### src/hdl/sts_pkg.sv
// Shared types, codes and defaults for the sorted table search engine.
`default_nettype none

package sts_pkg;

    // Default number of table entries.
    localparam int TABLE_DEPTH_DEF = 32;

    // Request codes carried on the input tuser.
    localparam logic [1:0] REQ_CLEAR  = 2'd0;
    localparam logic [1:0] REQ_LOAD   = 2'd1;
    localparam logic [1:0] REQ_SEARCH = 2'd2;

    // Search mode register codes.
    localparam logic MODE_BINARY = 1'b0;
    localparam logic MODE_LINEAR = 1'b1;

    // Result status codes carried on the output tuser.
    localparam logic [2:0] ST_LOADED  = 3'd0;
    localparam logic [2:0] ST_FULL    = 3'd1;
    localparam logic [2:0] ST_FOUND   = 3'd2;
    localparam logic [2:0] ST_MISSING = 3'd3;
    localparam logic [2:0] ST_CLEARED = 3'd4;

    // Sequencer states.
    typedef enum logic [2:0] {
        S_IDLE,
        S_INSERT,
        S_LINEAR,
        S_BIN_PROBE,
        S_BIN_CMP,
        S_DONE
    } state_t;

    // One result word as it leaves the sequencer.
    typedef struct packed {
        logic [2:0] status;
        logic [4:0] found_index;
        logic [5:0] comparison_count;
        logic [5:0] entries_held;
    } result_t;

endpackage

`default_nettype wire

### src/hdl/sts_table_ram.sv
// Table storage: one write port and one registered read port.
`default_nettype none

module sts_table_ram
    import sts_pkg::*;
#(
    parameter int TABLE_DEPTH = TABLE_DEPTH_DEF,
    parameter int AW          = $clog2(TABLE_DEPTH)
) (
    input  wire logic                 aclk,
    input  wire logic                 rd_en,
    input  wire logic [AW-1:0]        rd_addr,
    output logic signed [31:0]        rd_data,
    input  wire logic                 wr_en,
    input  wire logic [AW-1:0]        wr_addr,
    input  wire logic signed [31:0]   wr_data
);

    logic signed [31:0] mem [TABLE_DEPTH];

    // Write port.
    always_ff @(posedge aclk) begin
        if (wr_en) begin
            mem[wr_addr] <= wr_data;
        end
    end

    // Registered read port.
    always_ff @(posedge aclk) begin
        if (rd_en) begin
            rd_data <= mem[rd_addr];
        end
    end

endmodule

`default_nettype wire

### src/hdl/sts_seq.sv
// Sequencer that runs insertion, linear scan and binary search against the table memory.
`default_nettype none

module sts_seq
    import sts_pkg::*;
#(
    parameter int TABLE_DEPTH = TABLE_DEPTH_DEF,
    parameter int AW          = $clog2(TABLE_DEPTH),
    parameter int CW          = $clog2(TABLE_DEPTH + 1)
) (
    input  wire logic                 aclk,
    input  wire logic                 aresetn,
    input  wire logic                 search_mode,
    input  wire logic                 in_valid,
    output logic                      in_ready,
    input  wire logic [1:0]           in_req,
    input  wire logic signed [31:0]   in_value,
    input  wire logic                 res_ready,
    output logic                      res_valid,
    output result_t                   res,
    output logic                      rd_en,
    output logic [AW-1:0]             rd_addr,
    input  wire logic signed [31:0]   rd_data,
    output logic                      wr_en,
    output logic [AW-1:0]             wr_addr,
    output logic signed [31:0]        wr_data
);

    state_t             state_reg, state_next;
    logic [CW-1:0]      count_reg, count_next;
    logic signed [31:0] key_reg, key_next;
    logic [CW-1:0]      pos_reg, pos_next;
    logic [CW-1:0]      idx_reg, idx_next;
    logic [CW-1:0]      lo_reg, lo_next;
    logic [CW-1:0]      hx_reg, hx_next;
    logic [CW-1:0]      mid_reg, mid_next;
    logic [CW-1:0]      cmp_reg, cmp_next;
    result_t            res_reg, res_next;

    logic               accept;
    logic               table_full;
    logic               ins_shift;
    logic               lin_hit;
    logic               lin_last;
    logic               bin_empty;
    logic               bin_hit;
    logic               bin_less;
    logic [CW-1:0]      bin_mid;
    logic [CW-1:0]      cmp_inc;

    // Conditions shared by the state and datapath logic.
    assign accept     = in_valid && (state_reg == S_IDLE);
    assign table_full = (count_reg == CW'(TABLE_DEPTH));
    assign ins_shift  = (pos_reg != '0) && (rd_data > key_reg);
    assign lin_hit    = (rd_data == key_reg);
    assign lin_last   = ((idx_reg + CW'(1)) == count_reg);
    assign bin_empty  = (lo_reg >= hx_reg);
    assign bin_mid    = lo_reg + ((hx_reg - CW'(1) - lo_reg) >> 1);
    assign bin_hit    = (rd_data == key_reg);
    assign bin_less   = (rd_data < key_reg);
    assign cmp_inc    = cmp_reg + CW'(1);

    // Next state.
    always_comb begin
        state_next = state_reg;
        unique case (state_reg)
            S_IDLE: begin
                if (accept) begin
                    unique case (in_req)
                        REQ_CLEAR: state_next = S_DONE;
                        REQ_LOAD:  state_next = table_full ? S_DONE : S_INSERT;
                        REQ_SEARCH: begin
                            state_next = (search_mode == MODE_LINEAR) ? S_LINEAR
                                                                      : S_BIN_PROBE;
                        end
                        default:   state_next = S_IDLE;
                    endcase
                end
            end
            S_INSERT: begin
                if (!ins_shift) begin
                    state_next = S_DONE;
                end
            end
            S_LINEAR: begin
                if (count_reg == '0 || lin_hit || lin_last) begin
                    state_next = S_DONE;
                end
            end
            S_BIN_PROBE: state_next = bin_empty ? S_DONE : S_BIN_CMP;
            S_BIN_CMP:   state_next = bin_hit ? S_DONE : S_BIN_PROBE;
            S_DONE: begin
                if (res_ready) begin
                    state_next = S_IDLE;
                end
            end
            default:     state_next = S_IDLE;
        endcase
    end

    // Handshake and memory port outputs.
    always_comb begin
        in_ready  = (state_reg == S_IDLE);
        res_valid = (state_reg == S_DONE);
        rd_en     = 1'b0;
        rd_addr   = '0;
        wr_en     = 1'b0;
        wr_addr   = pos_reg[AW-1:0];
        wr_data   = key_reg;
        unique case (state_reg)
            S_IDLE: begin
                if (accept && in_req == REQ_LOAD) begin
                    // Fetch the top entry, the first candidate to move up.
                    rd_en   = 1'b1;
                    rd_addr = AW'(count_reg - CW'(1));
                end else if (accept && in_req == REQ_SEARCH) begin
                    rd_en   = 1'b1;
                    rd_addr = '0;
                end
            end
            S_INSERT: begin
                // Move the larger entry up, or drop the new value into the gap.
                wr_en   = 1'b1;
                wr_data = ins_shift ? rd_data : key_reg;
                rd_en   = ins_shift;
                rd_addr = AW'(pos_reg - CW'(2));
            end
            S_LINEAR: begin
                rd_en   = 1'b1;
                rd_addr = AW'(idx_reg + CW'(1));
            end
            S_BIN_PROBE: begin
                rd_en   = !bin_empty;
                rd_addr = AW'(bin_mid);
            end
            S_BIN_CMP: begin
            end
            S_DONE: begin
            end
            default: begin
            end
        endcase
    end

    // Datapath next values.
    always_comb begin
        count_next = count_reg;
        key_next   = key_reg;
        pos_next   = pos_reg;
        idx_next   = idx_reg;
        lo_next    = lo_reg;
        hx_next    = hx_reg;
        mid_next   = mid_reg;
        cmp_next   = cmp_reg;
        res_next   = res_reg;
        unique case (state_reg)
            S_IDLE: begin
                if (accept) begin
                    key_next = in_value;
                    pos_next = count_reg;
                    idx_next = '0;
                    lo_next  = '0;
                    hx_next  = count_reg;
                    cmp_next = '0;
                    res_next.found_index      = '0;
                    res_next.comparison_count = '0;
                    res_next.entries_held     = 6'(count_reg);
                    unique case (in_req)
                        REQ_CLEAR: begin
                            count_next            = '0;
                            res_next.status       = ST_CLEARED;
                            res_next.entries_held = '0;
                        end
                        REQ_LOAD: begin
                            res_next.status = table_full ? ST_FULL : ST_LOADED;
                        end
                        default: begin
                            res_next.status = ST_MISSING;
                        end
                    endcase
                end
            end
            S_INSERT: begin
                if (ins_shift) begin
                    pos_next = pos_reg - CW'(1);
                end else begin
                    count_next            = count_reg + CW'(1);
                    res_next.entries_held = 6'(count_reg + CW'(1));
                end
            end
            S_LINEAR: begin
                if (count_reg != '0) begin
                    res_next.comparison_count = 6'(idx_reg + CW'(1));
                    if (lin_hit) begin
                        res_next.status      = ST_FOUND;
                        res_next.found_index = 5'(idx_reg);
                    end
                end
                idx_next = idx_reg + CW'(1);
            end
            S_BIN_PROBE: begin
                mid_next = bin_mid;
            end
            S_BIN_CMP: begin
                cmp_next                  = cmp_inc;
                res_next.comparison_count = 6'(cmp_inc);
                if (bin_hit) begin
                    res_next.status      = ST_FOUND;
                    res_next.found_index = 5'(mid_reg);
                end else if (bin_less) begin
                    lo_next = mid_reg + CW'(1);
                end else begin
                    hx_next = mid_reg;
                end
            end
            S_DONE: begin
            end
            default: begin
            end
        endcase
    end

    // Control registers.
    always_ff @(posedge aclk) begin
        if (!aresetn) begin
            state_reg <= S_IDLE;
            count_reg <= '0;
        end else begin
            state_reg <= state_next;
            count_reg <= count_next;
        end
    end

    // Working registers.
    always_ff @(posedge aclk) begin
        key_reg <= key_next;
        pos_reg <= pos_next;
        idx_reg <= idx_next;
        lo_reg  <= lo_next;
        hx_reg  <= hx_next;
        mid_reg <= mid_next;
        cmp_reg <= cmp_next;
        res_reg <= res_next;
    end

    assign res = res_reg;

endmodule

`default_nettype wire

### src/hdl/sorted_table_search_engine.sv
// Top level of the sorted table search engine: mode register, output stage and wiring.
//
// Usage: each input word carries a request kind on s_axis_tuser (clear, load or
// search) and a signed 32-bit value on s_axis_tdata. Every clear, load or search
// word produces exactly one result word on the m_axis channel; the unused request
// kind is taken and produces nothing. Loads keep the table in ascending order by
// insertion; searches run a binary search or a linear scan as cfg_wr_data last
// written selects (0 binary, 1 linear).
// Flow: one word is processed at a time. Clear and a load into a full table go
// straight to the result; a load moves each larger entry up one place, top first,
// and then writes the new value into the gap; a linear scan examines the entries
// in order until a match or the last entry; a binary search alternates a probe and
// a compare step, and ends on a probe when the key is not found. The table memory
// read is registered, so each compare uses data read in the step before it.
// The result sits in an output register, so a new word is accepted while an
// earlier result still waits for m_axis_tready; a stalled receiver holds the
// engine only when the next result is ready and the register is still full.
// Reset empties the table, selects binary search and drops any pending result.
`default_nettype none

module sorted_table_search_engine
    import sts_pkg::*;
#(
    parameter int TABLE_DEPTH = TABLE_DEPTH_DEF
) (
    input  wire logic          aclk,
    input  wire logic          aresetn,
    // Search mode register write.
    input  wire logic          cfg_wr_en,
    input  wire logic          cfg_wr_data,
    // Input channel.
    input  wire logic          s_axis_tvalid,
    output logic               s_axis_tready,
    input  wire logic [31:0]   s_axis_tdata,   // [31:0] item_value
    input  wire logic [1:0]    s_axis_tuser,   // [1:0] req_type
    // Result channel.
    output logic               m_axis_tvalid,
    input  wire logic          m_axis_tready,
    output logic [23:0]        m_axis_tdata,   // [4:0] found_index, [10:5] comparison_count,
                                               // [16:11] entries_held, [23:17] zero
    output logic [2:0]         m_axis_tuser    // [2:0] status
);

    localparam int AW = $clog2(TABLE_DEPTH);
    localparam int CW = $clog2(TABLE_DEPTH + 1);

    logic               search_mode_reg;
    logic               m_valid_reg, m_valid_next;
    result_t            m_res_reg;
    logic               res_ready;
    logic               res_valid;
    result_t            res;
    logic               rd_en;
    logic [AW-1:0]      rd_addr;
    logic signed [31:0] rd_data;
    logic               wr_en;
    logic [AW-1:0]      wr_addr;
    logic signed [31:0] wr_data;

    // Search mode register.
    always_ff @(posedge aclk) begin
        if (!aresetn) begin
            search_mode_reg <= MODE_BINARY;
        end else if (cfg_wr_en) begin
            search_mode_reg <= cfg_wr_data;
        end
    end

    sts_seq #(
        .TABLE_DEPTH (TABLE_DEPTH),
        .AW          (AW),
        .CW          (CW)
    ) u_seq (
        .aclk        (aclk),
        .aresetn     (aresetn),
        .search_mode (search_mode_reg),
        .in_valid    (s_axis_tvalid),
        .in_ready    (s_axis_tready),
        .in_req      (s_axis_tuser),
        .in_value    (s_axis_tdata),
        .res_ready   (res_ready),
        .res_valid   (res_valid),
        .res         (res),
        .rd_en       (rd_en),
        .rd_addr     (rd_addr),
        .rd_data     (rd_data),
        .wr_en       (wr_en),
        .wr_addr     (wr_addr),
        .wr_data     (wr_data)
    );

    sts_table_ram #(
        .TABLE_DEPTH (TABLE_DEPTH),
        .AW          (AW)
    ) u_ram (
        .aclk    (aclk),
        .rd_en   (rd_en),
        .rd_addr (rd_addr),
        .rd_data (rd_data),
        .wr_en   (wr_en),
        .wr_addr (wr_addr),
        .wr_data (wr_data)
    );

    // Output register: free when empty or being drained this cycle.
    assign res_ready = !m_valid_reg || m_axis_tready;

    always_comb begin
        m_valid_next = m_valid_reg;
        if (res_ready) begin
            m_valid_next = res_valid;
        end
    end

    always_ff @(posedge aclk) begin
        if (!aresetn) begin
            m_valid_reg <= 1'b0;
        end else begin
            m_valid_reg <= m_valid_next;
        end
    end

    always_ff @(posedge aclk) begin
        if (res_ready && res_valid) begin
            m_res_reg <= res;
        end
    end

    assign m_axis_tvalid = m_valid_reg;
    assign m_axis_tuser  = m_res_reg.status;
    assign m_axis_tdata  = {7'd0, m_res_reg.entries_held, m_res_reg.comparison_count,
                            m_res_reg.found_index};

endmodule

`default_nettype wire
### config.mk
export PLATFORM = sky130hd
export DESIGN_NAME = sorted_table_search_engine
export DESIGN_NICKNAME = d
export VERILOG_FILES = /design/src/hdl/sts_pkg.sv /design/src/hdl/sts_table_ram.sv /design/src/hdl/sts_seq.sv /design/src/hdl/sorted_table_search_engine.sv
export SDC_FILE = /design/constraint.sdc
export NUM_CORES = 1
export LEC_CHECK = 0
export ABC_AREA = 1
export ABC_CLOCK_PERIOD_IN_PS = 5100
export BUFFER_PORTS_ARGS = -buffer_cell sky130_fd_sc_hd__clkbuf_2
export CORE_MARGIN = 3
export CORE_UTILIZATION = 50
export CTS_BUF_LIST = sky130_fd_sc_hd__clkbuf_2
export CTS_CLUSTER_SIZE = 8
export DETAILED_ROUTE_END_ITERATION = 12
export PLACE_DENSITY = 0.72
export SKIP_CTS_REPAIR_TIMING = 1
export SYNTH_ARGS = -nofsm -noshare
export SYNTH_HDL_FRONTEND = slang
export SYNTH_SLANG_ARGS = --single-unit
### constraint.sdc
create_clock -name aclk -period 5.1 [get_ports aclk]
set_input_delay 1.02 -clock aclk [delete_from_list [all_inputs] [get_ports aclk]]
set_output_delay 1.02 -clock aclk [all_outputs]
set_load 0.005 [all_outputs]
Word level (Yosys, flattened, before mapping)
Memory sizes are Yosys's and may differ from the RTL's. A register that Yosys moved wholly into a read port is not among the register bits.
Index checks and enable logic that the tools add are counted.
{"block": "totals", "register_bits": 119, "mem_bits_rw": 1024, "in_bits": 40, "out_inout_bits": 29, "wordCells": 127, "n_memories": 1}
{"block": "classes", "n_addsub": 10, "n_lt_le_gt_ge": 3, "n_eq_ne": 21, "mux": 44, "n_reduce_logical": 29}
{"memory": "u_ram.mem", "depth": 32, "word_bits": 32, "read_ports": 1, "rd_ports_with_merged_regs": 1, "wr": 1, "line_no": "sts_table_ram.sv:19", "text": "logic signed [31:0] mem [TABLE_DEPTH];"}
{"operator": "6-bit case mux with 2 select lines", "count": 7}
{"operator": "32-bit 2-to-1 mux", "count": 2}
{"operator": "6-bit 2-to-1 mux", "count": 10}
{"operator": "14-bit case mux with 3 select lines", "count": 1}
{"operator": "32-bit equality test", "count": 1}
{"operator": "32-bit > comparator", "count": 1}
{"operator": "32-bit less-than comparator", "count": 1}
{"operator": "6-bit by 1-bit adder with 6-bit output, second input constant", "count": 4}
{"operator": "20-bit 2-to-1 mux", "count": 1}
{"operator": "5-bit case mux with 4 select lines", "count": 1}
{"operator": "3-bit 2-to-1 mux", "count": 6}
{"operator": "3-bit case mux with 6 select lines", "count": 1}
{"operator": "8-bit 2-to-1 mux", "count": 2}
{"operator": "14-bit 2-to-1 mux", "count": 1}
{"operator": "2-bit by 1-bit inequality test with 1-bit output, second input constant", "count": 7}
{"operator": "4-bit AND reduction", "count": 3}
{"operator": "6-bit nonzero test", "count": 2}
{"operator": "6-bit by 1-bit subtractor with 6-bit output, second input constant", "count": 2}
{"operator": "3-bit case mux with 3 select lines", "count": 1}
{"operator": "3-bit AND reduction", "count": 3}
{"operator": "1-bit 2-to-1 mux", "count": 8}
{"operator": "2-bit inequality test, second input constant", "count": 4}
{"operator": "6-bit by 5-bit adder with 6-bit output", "count": 1}
{"operator": "3-bit by 2-bit equality test with 1-bit output, second input constant", "count": 2}
{"operator": "23 further kinds", "count": 35}

Longest topological paths before layout
{"block": "depth", "depth_word": 6, "mapped_depth": 21, "ltp_nobuf": 19}

Cells and area by module
Synthesis repeated with hierarchy kept, for this count alone.
{"block": "unflattened", "cells_unflattened": 4276, "area_unflattened_um2": 49744.0}
{"mod": "sts_table_ram", "n_inst": 1, "cells_each": 3536, "area_each_um2": 42726.0, "seq_area_each_um2": 31710.4}
{"mod": "sts_seq", "n_inst": 1, "cells_each": 700, "area_each_um2": 6273.5, "seq_area_each_um2": 2822.7}
{"mod": "sorted_table_search_engine", "n_inst": 1, "cells_each": 40, "area_each_um2": 744.5, "seq_area_each_um2": 640.6}

Worst setup path after synthesis
Ideal clock, no wire load.
{"block": "synth_path", "kind": "input to register", "startpoint": "in s_axis_tvalid", "endpoint": "reg u_ram.rd_data[15] (read register of u_ram.mem) (data pin)", "setup_ps": 253, "arrival_time_ps": 3999, "required_time_ps": 4847, "path_slack_ps": 848, "stages": 13, "n_path_buf": 2, "path_cell_list": "inv_1 -> nor2_1 -> nand3_1 -> o21ai_2 -> inv_1 -> buf_2 -> buf_1 -> nand3_1 -> nand3_1 -> nand3_1 -> nand2_1 -> nand2_1 -> nand2_1"}
{"block": "synth_via", "elab_chain_cells": 5, "elab_cells_between_ends": 8, "cone_classes": "mux: 5; reduce/logical: 3"}
{"element": "start: declaration", "line_no": "sorted_table_search_engine.sv:32", "text": "input wire logic s_axis_tvalid,"}
{"element": "1-bit logical AND (*)", "line_no": "sts_seq.sv:52", "text": "assign accept = in_valid && (state_reg == S_IDLE);"}
{"element": "1-bit logical AND", "line_no": "sts_seq.sv:116", "text": "end else if (accept && in_req == REQ_SEARCH) begin"}
{"element": "1-bit 2-to-1 mux", "line_no": "sts_seq.sv:116"}
{"element": "1-bit 2-to-1 mux", "line_no": "sts_seq.sv:112", "text": "if (accept && in_req == REQ_LOAD) begin"}
{"element": "1-bit case mux with 4 select lines", "line_no": "sts_seq.sv:110", "text": "unique case (state_reg)"}
{"element": "end: declaration", "line_no": "sts_table_ram.sv:13", "text": "output logic signed [31:0] rd_data,"}
Mark *: on every way between the ends. The rest lies on a longest branch, timed or not.
A chain may end at the register's enable or synchronous reset.

Worst setup path after layout
{"block": "layout_path", "startpoint": "reg u_seq.key_reg[14]", "endpoint": "mem u_ram.mem[25][21] (data pin)"}
{"block": "layout_via", "elab_chain_cells": 4}
{"element": "start: declaration", "line_no": "sts_seq.sv:31", "text": "logic signed [31:0] key_reg, key_next;"}
{"element": "start signal: assignment", "line_no": "sts_seq.sv:236", "text": "key_reg <= key_next;"}
{"element": "32-bit > comparator", "line_no": "sts_seq.sv:54", "text": "assign ins_shift = (pos_reg != '0) && (rd_data > key_reg);"}
{"element": "1-bit logical AND", "line_no": "sts_seq.sv:54"}
{"element": "32-bit 2-to-1 mux", "line_no": "sts_seq.sv:124", "text": "wr_data = ins_shift ? rd_data : key_reg;"}
{"element": "32-bit 2-to-1 mux", "line_no": "sts_seq.sv:110"}
{"element": "net u_ram.wr_data[21]", "line_no": "sts_table_ram.sv:16", "text": "input wire logic signed [31:0] wr_data"}
{"element": "end: declaration", "line_no": "sts_table_ram.sv:19"}
The timed path passes the listed nets, and every way through them passes these cells.

==> impl_metrics.yaml <==
layout:
  final_common_cell: "nand2_1"
  layout_common_cells: "nand2_1 (1410), edfxtp_1 (1164), nand3_1 (766), inv_1 (721), clkbuf_2 (474)"
  fin_nets: 5245
  drive_above_1_share_pct: 13.6
  largest_register_ffs: 1024
  fill_cells: 8648
  area_delta_synth_final_pct: 10.5
sta:
  tns_ns: 0
  worst_slew_pin_slew_ns: 1.21
  finalHoldViolCount: 0
  max_freq_mhz: 242
  finClkSkew_ns: 0.189
  setup-violations-final: 0
  fin_crit_sh_pct: 81.2
  slew_viol_final: 0
  grt_setup_unrepaired: "false"
  finalCriticalPeriod_ns: 4.14
  slew_headroom_pct: 19.4
pwr:
  max-vdd-ir-drop_uv: 577
  power_mw: 34.9
  power.density_nw_per_um2: 611
  leakagePower_nw: 23.9
  p_switching_mw: 15.1
  seqPwrFrac_pct: 39.1
  p_int_mw: 19.8
  swShare_pct: 43.1
  power.share.clock_pct: 17.3
  share_comb_of_total_power_pct: 43.5
setup_path:
  crit_type: "reg2reg"
  startpoint_type: "flop"
  r2r_setup_slack_ns: 0.96
  cp.arrival_ns: 5.37
  cp.required_ns: 6.33
  critPathMaxFanout: 32
  crit_path_end_kind: "flop"
synth:
  syn-cell-area_um2: 51700
  syn_area_per_cell_um2: 10.6
  synthCells: 4863
  yosysWarningCount: 0
  synth_compound_area_share_pct: 1.76
  ys_seq_elements: 1175
  synth_xor_area_share_pct: 0.373
  synth_seq_area_share_pct: 68.1
  synthFlopType: "edfxtp_1"
  synth.distinct_cells: 40
  synthMuxAreaShare_pct: 0
  synth_fa_ha_area_share_pct: 1.53
  synth_top_family_by_area: "simple AND/OR/NAND/NOR gates"
  synth-simple-area-share_pct: 20.8
  synth_edf_count: 1164
  synthArstFlopShare_pct: 0
grt:
  antenna_found_initial: 2
  grt_usage_pct: 26.5
  grt_max_degree: 161
  gr-total-overflow: 0
  grt_pass1_wl_mm: 212
  grt_pass1_vias: 34486
route:
  dr.pass1.iters: 8
  drt_iter0_drc: 4397
  routed_wl_mm: 145
  drcViolationCount: 0
  drtAntennaViolNets: 0
  via_count: 36649
  wl_per_cell_um: 21.6
  viasPerCell: 5.48
hold_path:
  hold_class: "in2reg"
die:
  num_rows: 117
  io_pins: 69
  core_um2: 102000
  die_h_um: 328
  fp.dieW_um: 328
  start_util_pct: 50.6
  dieArea_um2: 107000
place:
  hpwl_mm: 74.7
  io_buffers: 61
  gp_congestion: 0.874
cts:
  clock_path_buffers: 4
  cts.root.buffer_cell: "clkbuf_2"
  cts_tree: "built"
  htreeDepth: 5
  cts_buffers: 307
  clock_latency_ns: 1.57
  cts.sinks: 1175
  clk_pin_slew_ns: 0.08
job:
  cap_violations: 0
outcome:
  outcome: "completed"
==> cell type report <==
cell class                      count  area (um2)  share of cell area (%)
Antenna cell                        5        12.5                  0.0219
Clock inverter                     69         380                   0.666
Multi-Input combinational cell   2714       13100                    22.9
Inverter                          729        2760                    4.82
Sequential cell                  1175       35200                    61.6
Tap cell                         1368        1710                    3.00
Clock buffer                      413        2070                    3.62
Timing Repair Buffer              216        1910                    3.35
==> logic make-up (layout without fill, tap and decap cells) <==
kind of cell	after synthesis	in the layout
buf+inv	980	1427
flops	1175	1175
other cells	1	12
simple gates	2468	2468
fa+ha+maj	62	62
compound gates	155	155
xor+xnor	22	22
==> power groups by stage <==
| stage | Combinational (mW) | Sequential, mW | Clock, mW |
|---|---|---|---|
| CTS | 15.0 | 13.6 | 6.15 |
| detailed placement | 14.9 | 13.9 | 0 |
| global placement | 14.7 | 13.8 | 0 |
| global route | 16.6 | 13.7 | 6.65 |
| finish | 15.2 | 13.7 | 6.05 |
| floorplan | 9.84 | 13.7 | 0 |
==> per-stage QoR <==
stage	cell area [um2]	utilization, %	hold slack, ns	setup slack, ns	std cells
final	57100	55.9	0.162	0.960	6689
after global routing	57100	55.9	0.00902	0.705	6689
after CTS	56700	55.5	-0.501	1.05	6646
after detailed placement	54300	53.1	0.405	1.10	6164
after global placement	54300	53.1	0.405	1.12	6164
after floorplan	51700	-	0.400	0.848	4869
==> routing by layer <==
metal	GRT usage [%]	up-vias	wire (um)
met2	42.3	2256	67400
met4	11.7	0	5910
met5	0	-	0
li1	-	16793	-
met3	6.87	411	17400
met1	34.3	17189	53900
==> worst max-delay path, stage by stage, from the launching register on <==
cell and delay [ns]:
edfxtp_1 0.61, inv_1 0.15, ha_1 0.30, nand2_1 0.06, nor2_1 0.22, nand2_1 0.27, nor3_1 0.30, nand2_1 0.11
nand4_1 0.17, nand4_1 0.40, buf_12 0.34, a21oi_2 0.59, buf_4 0.32
==> final timing paths <==
path                     start                end  cells past startpoint
max          u_seq.key_reg[14]  u_ram.mem[25][21]                     12
min            s_axis_tuser[0]      u_seq.res[17]                      3
max reg2reg  u_seq.key_reg[14]  u_ram.mem[25][21]                     12
min reg2reg      u_seq.res[16]    m_axis_tdata[4]                      0
==> synth_stat cells (7+ instances only) <==
master / n / area, um2
buf_2: 129 / 646
buf_4: 8 / 60.1
dfxtp_1: 11 / 220
xnor2_1: 7 / 61.3
nand3b_1: 99 / 743
nand2_1: 1412 / 5300
nand4_1: 7 / 43.8
o21ai_0: 34 / 170
xor2_1: 15 / 131
clkbuf_1: 81 / 304
a21oi_1: 67 / 335
nor2_1: 136 / 510
o211ai_1: 33 / 248
inv_1: 724 / 2720
nand3_1: 766 / 3830
nor3_1: 8 / 40.0
ha_1: 60 / 751
or2_2: 35 / 219
buf_1: 33 / 124
edfxtp_1: 1164 / 35000
Power figures use the tool's default switching activity.
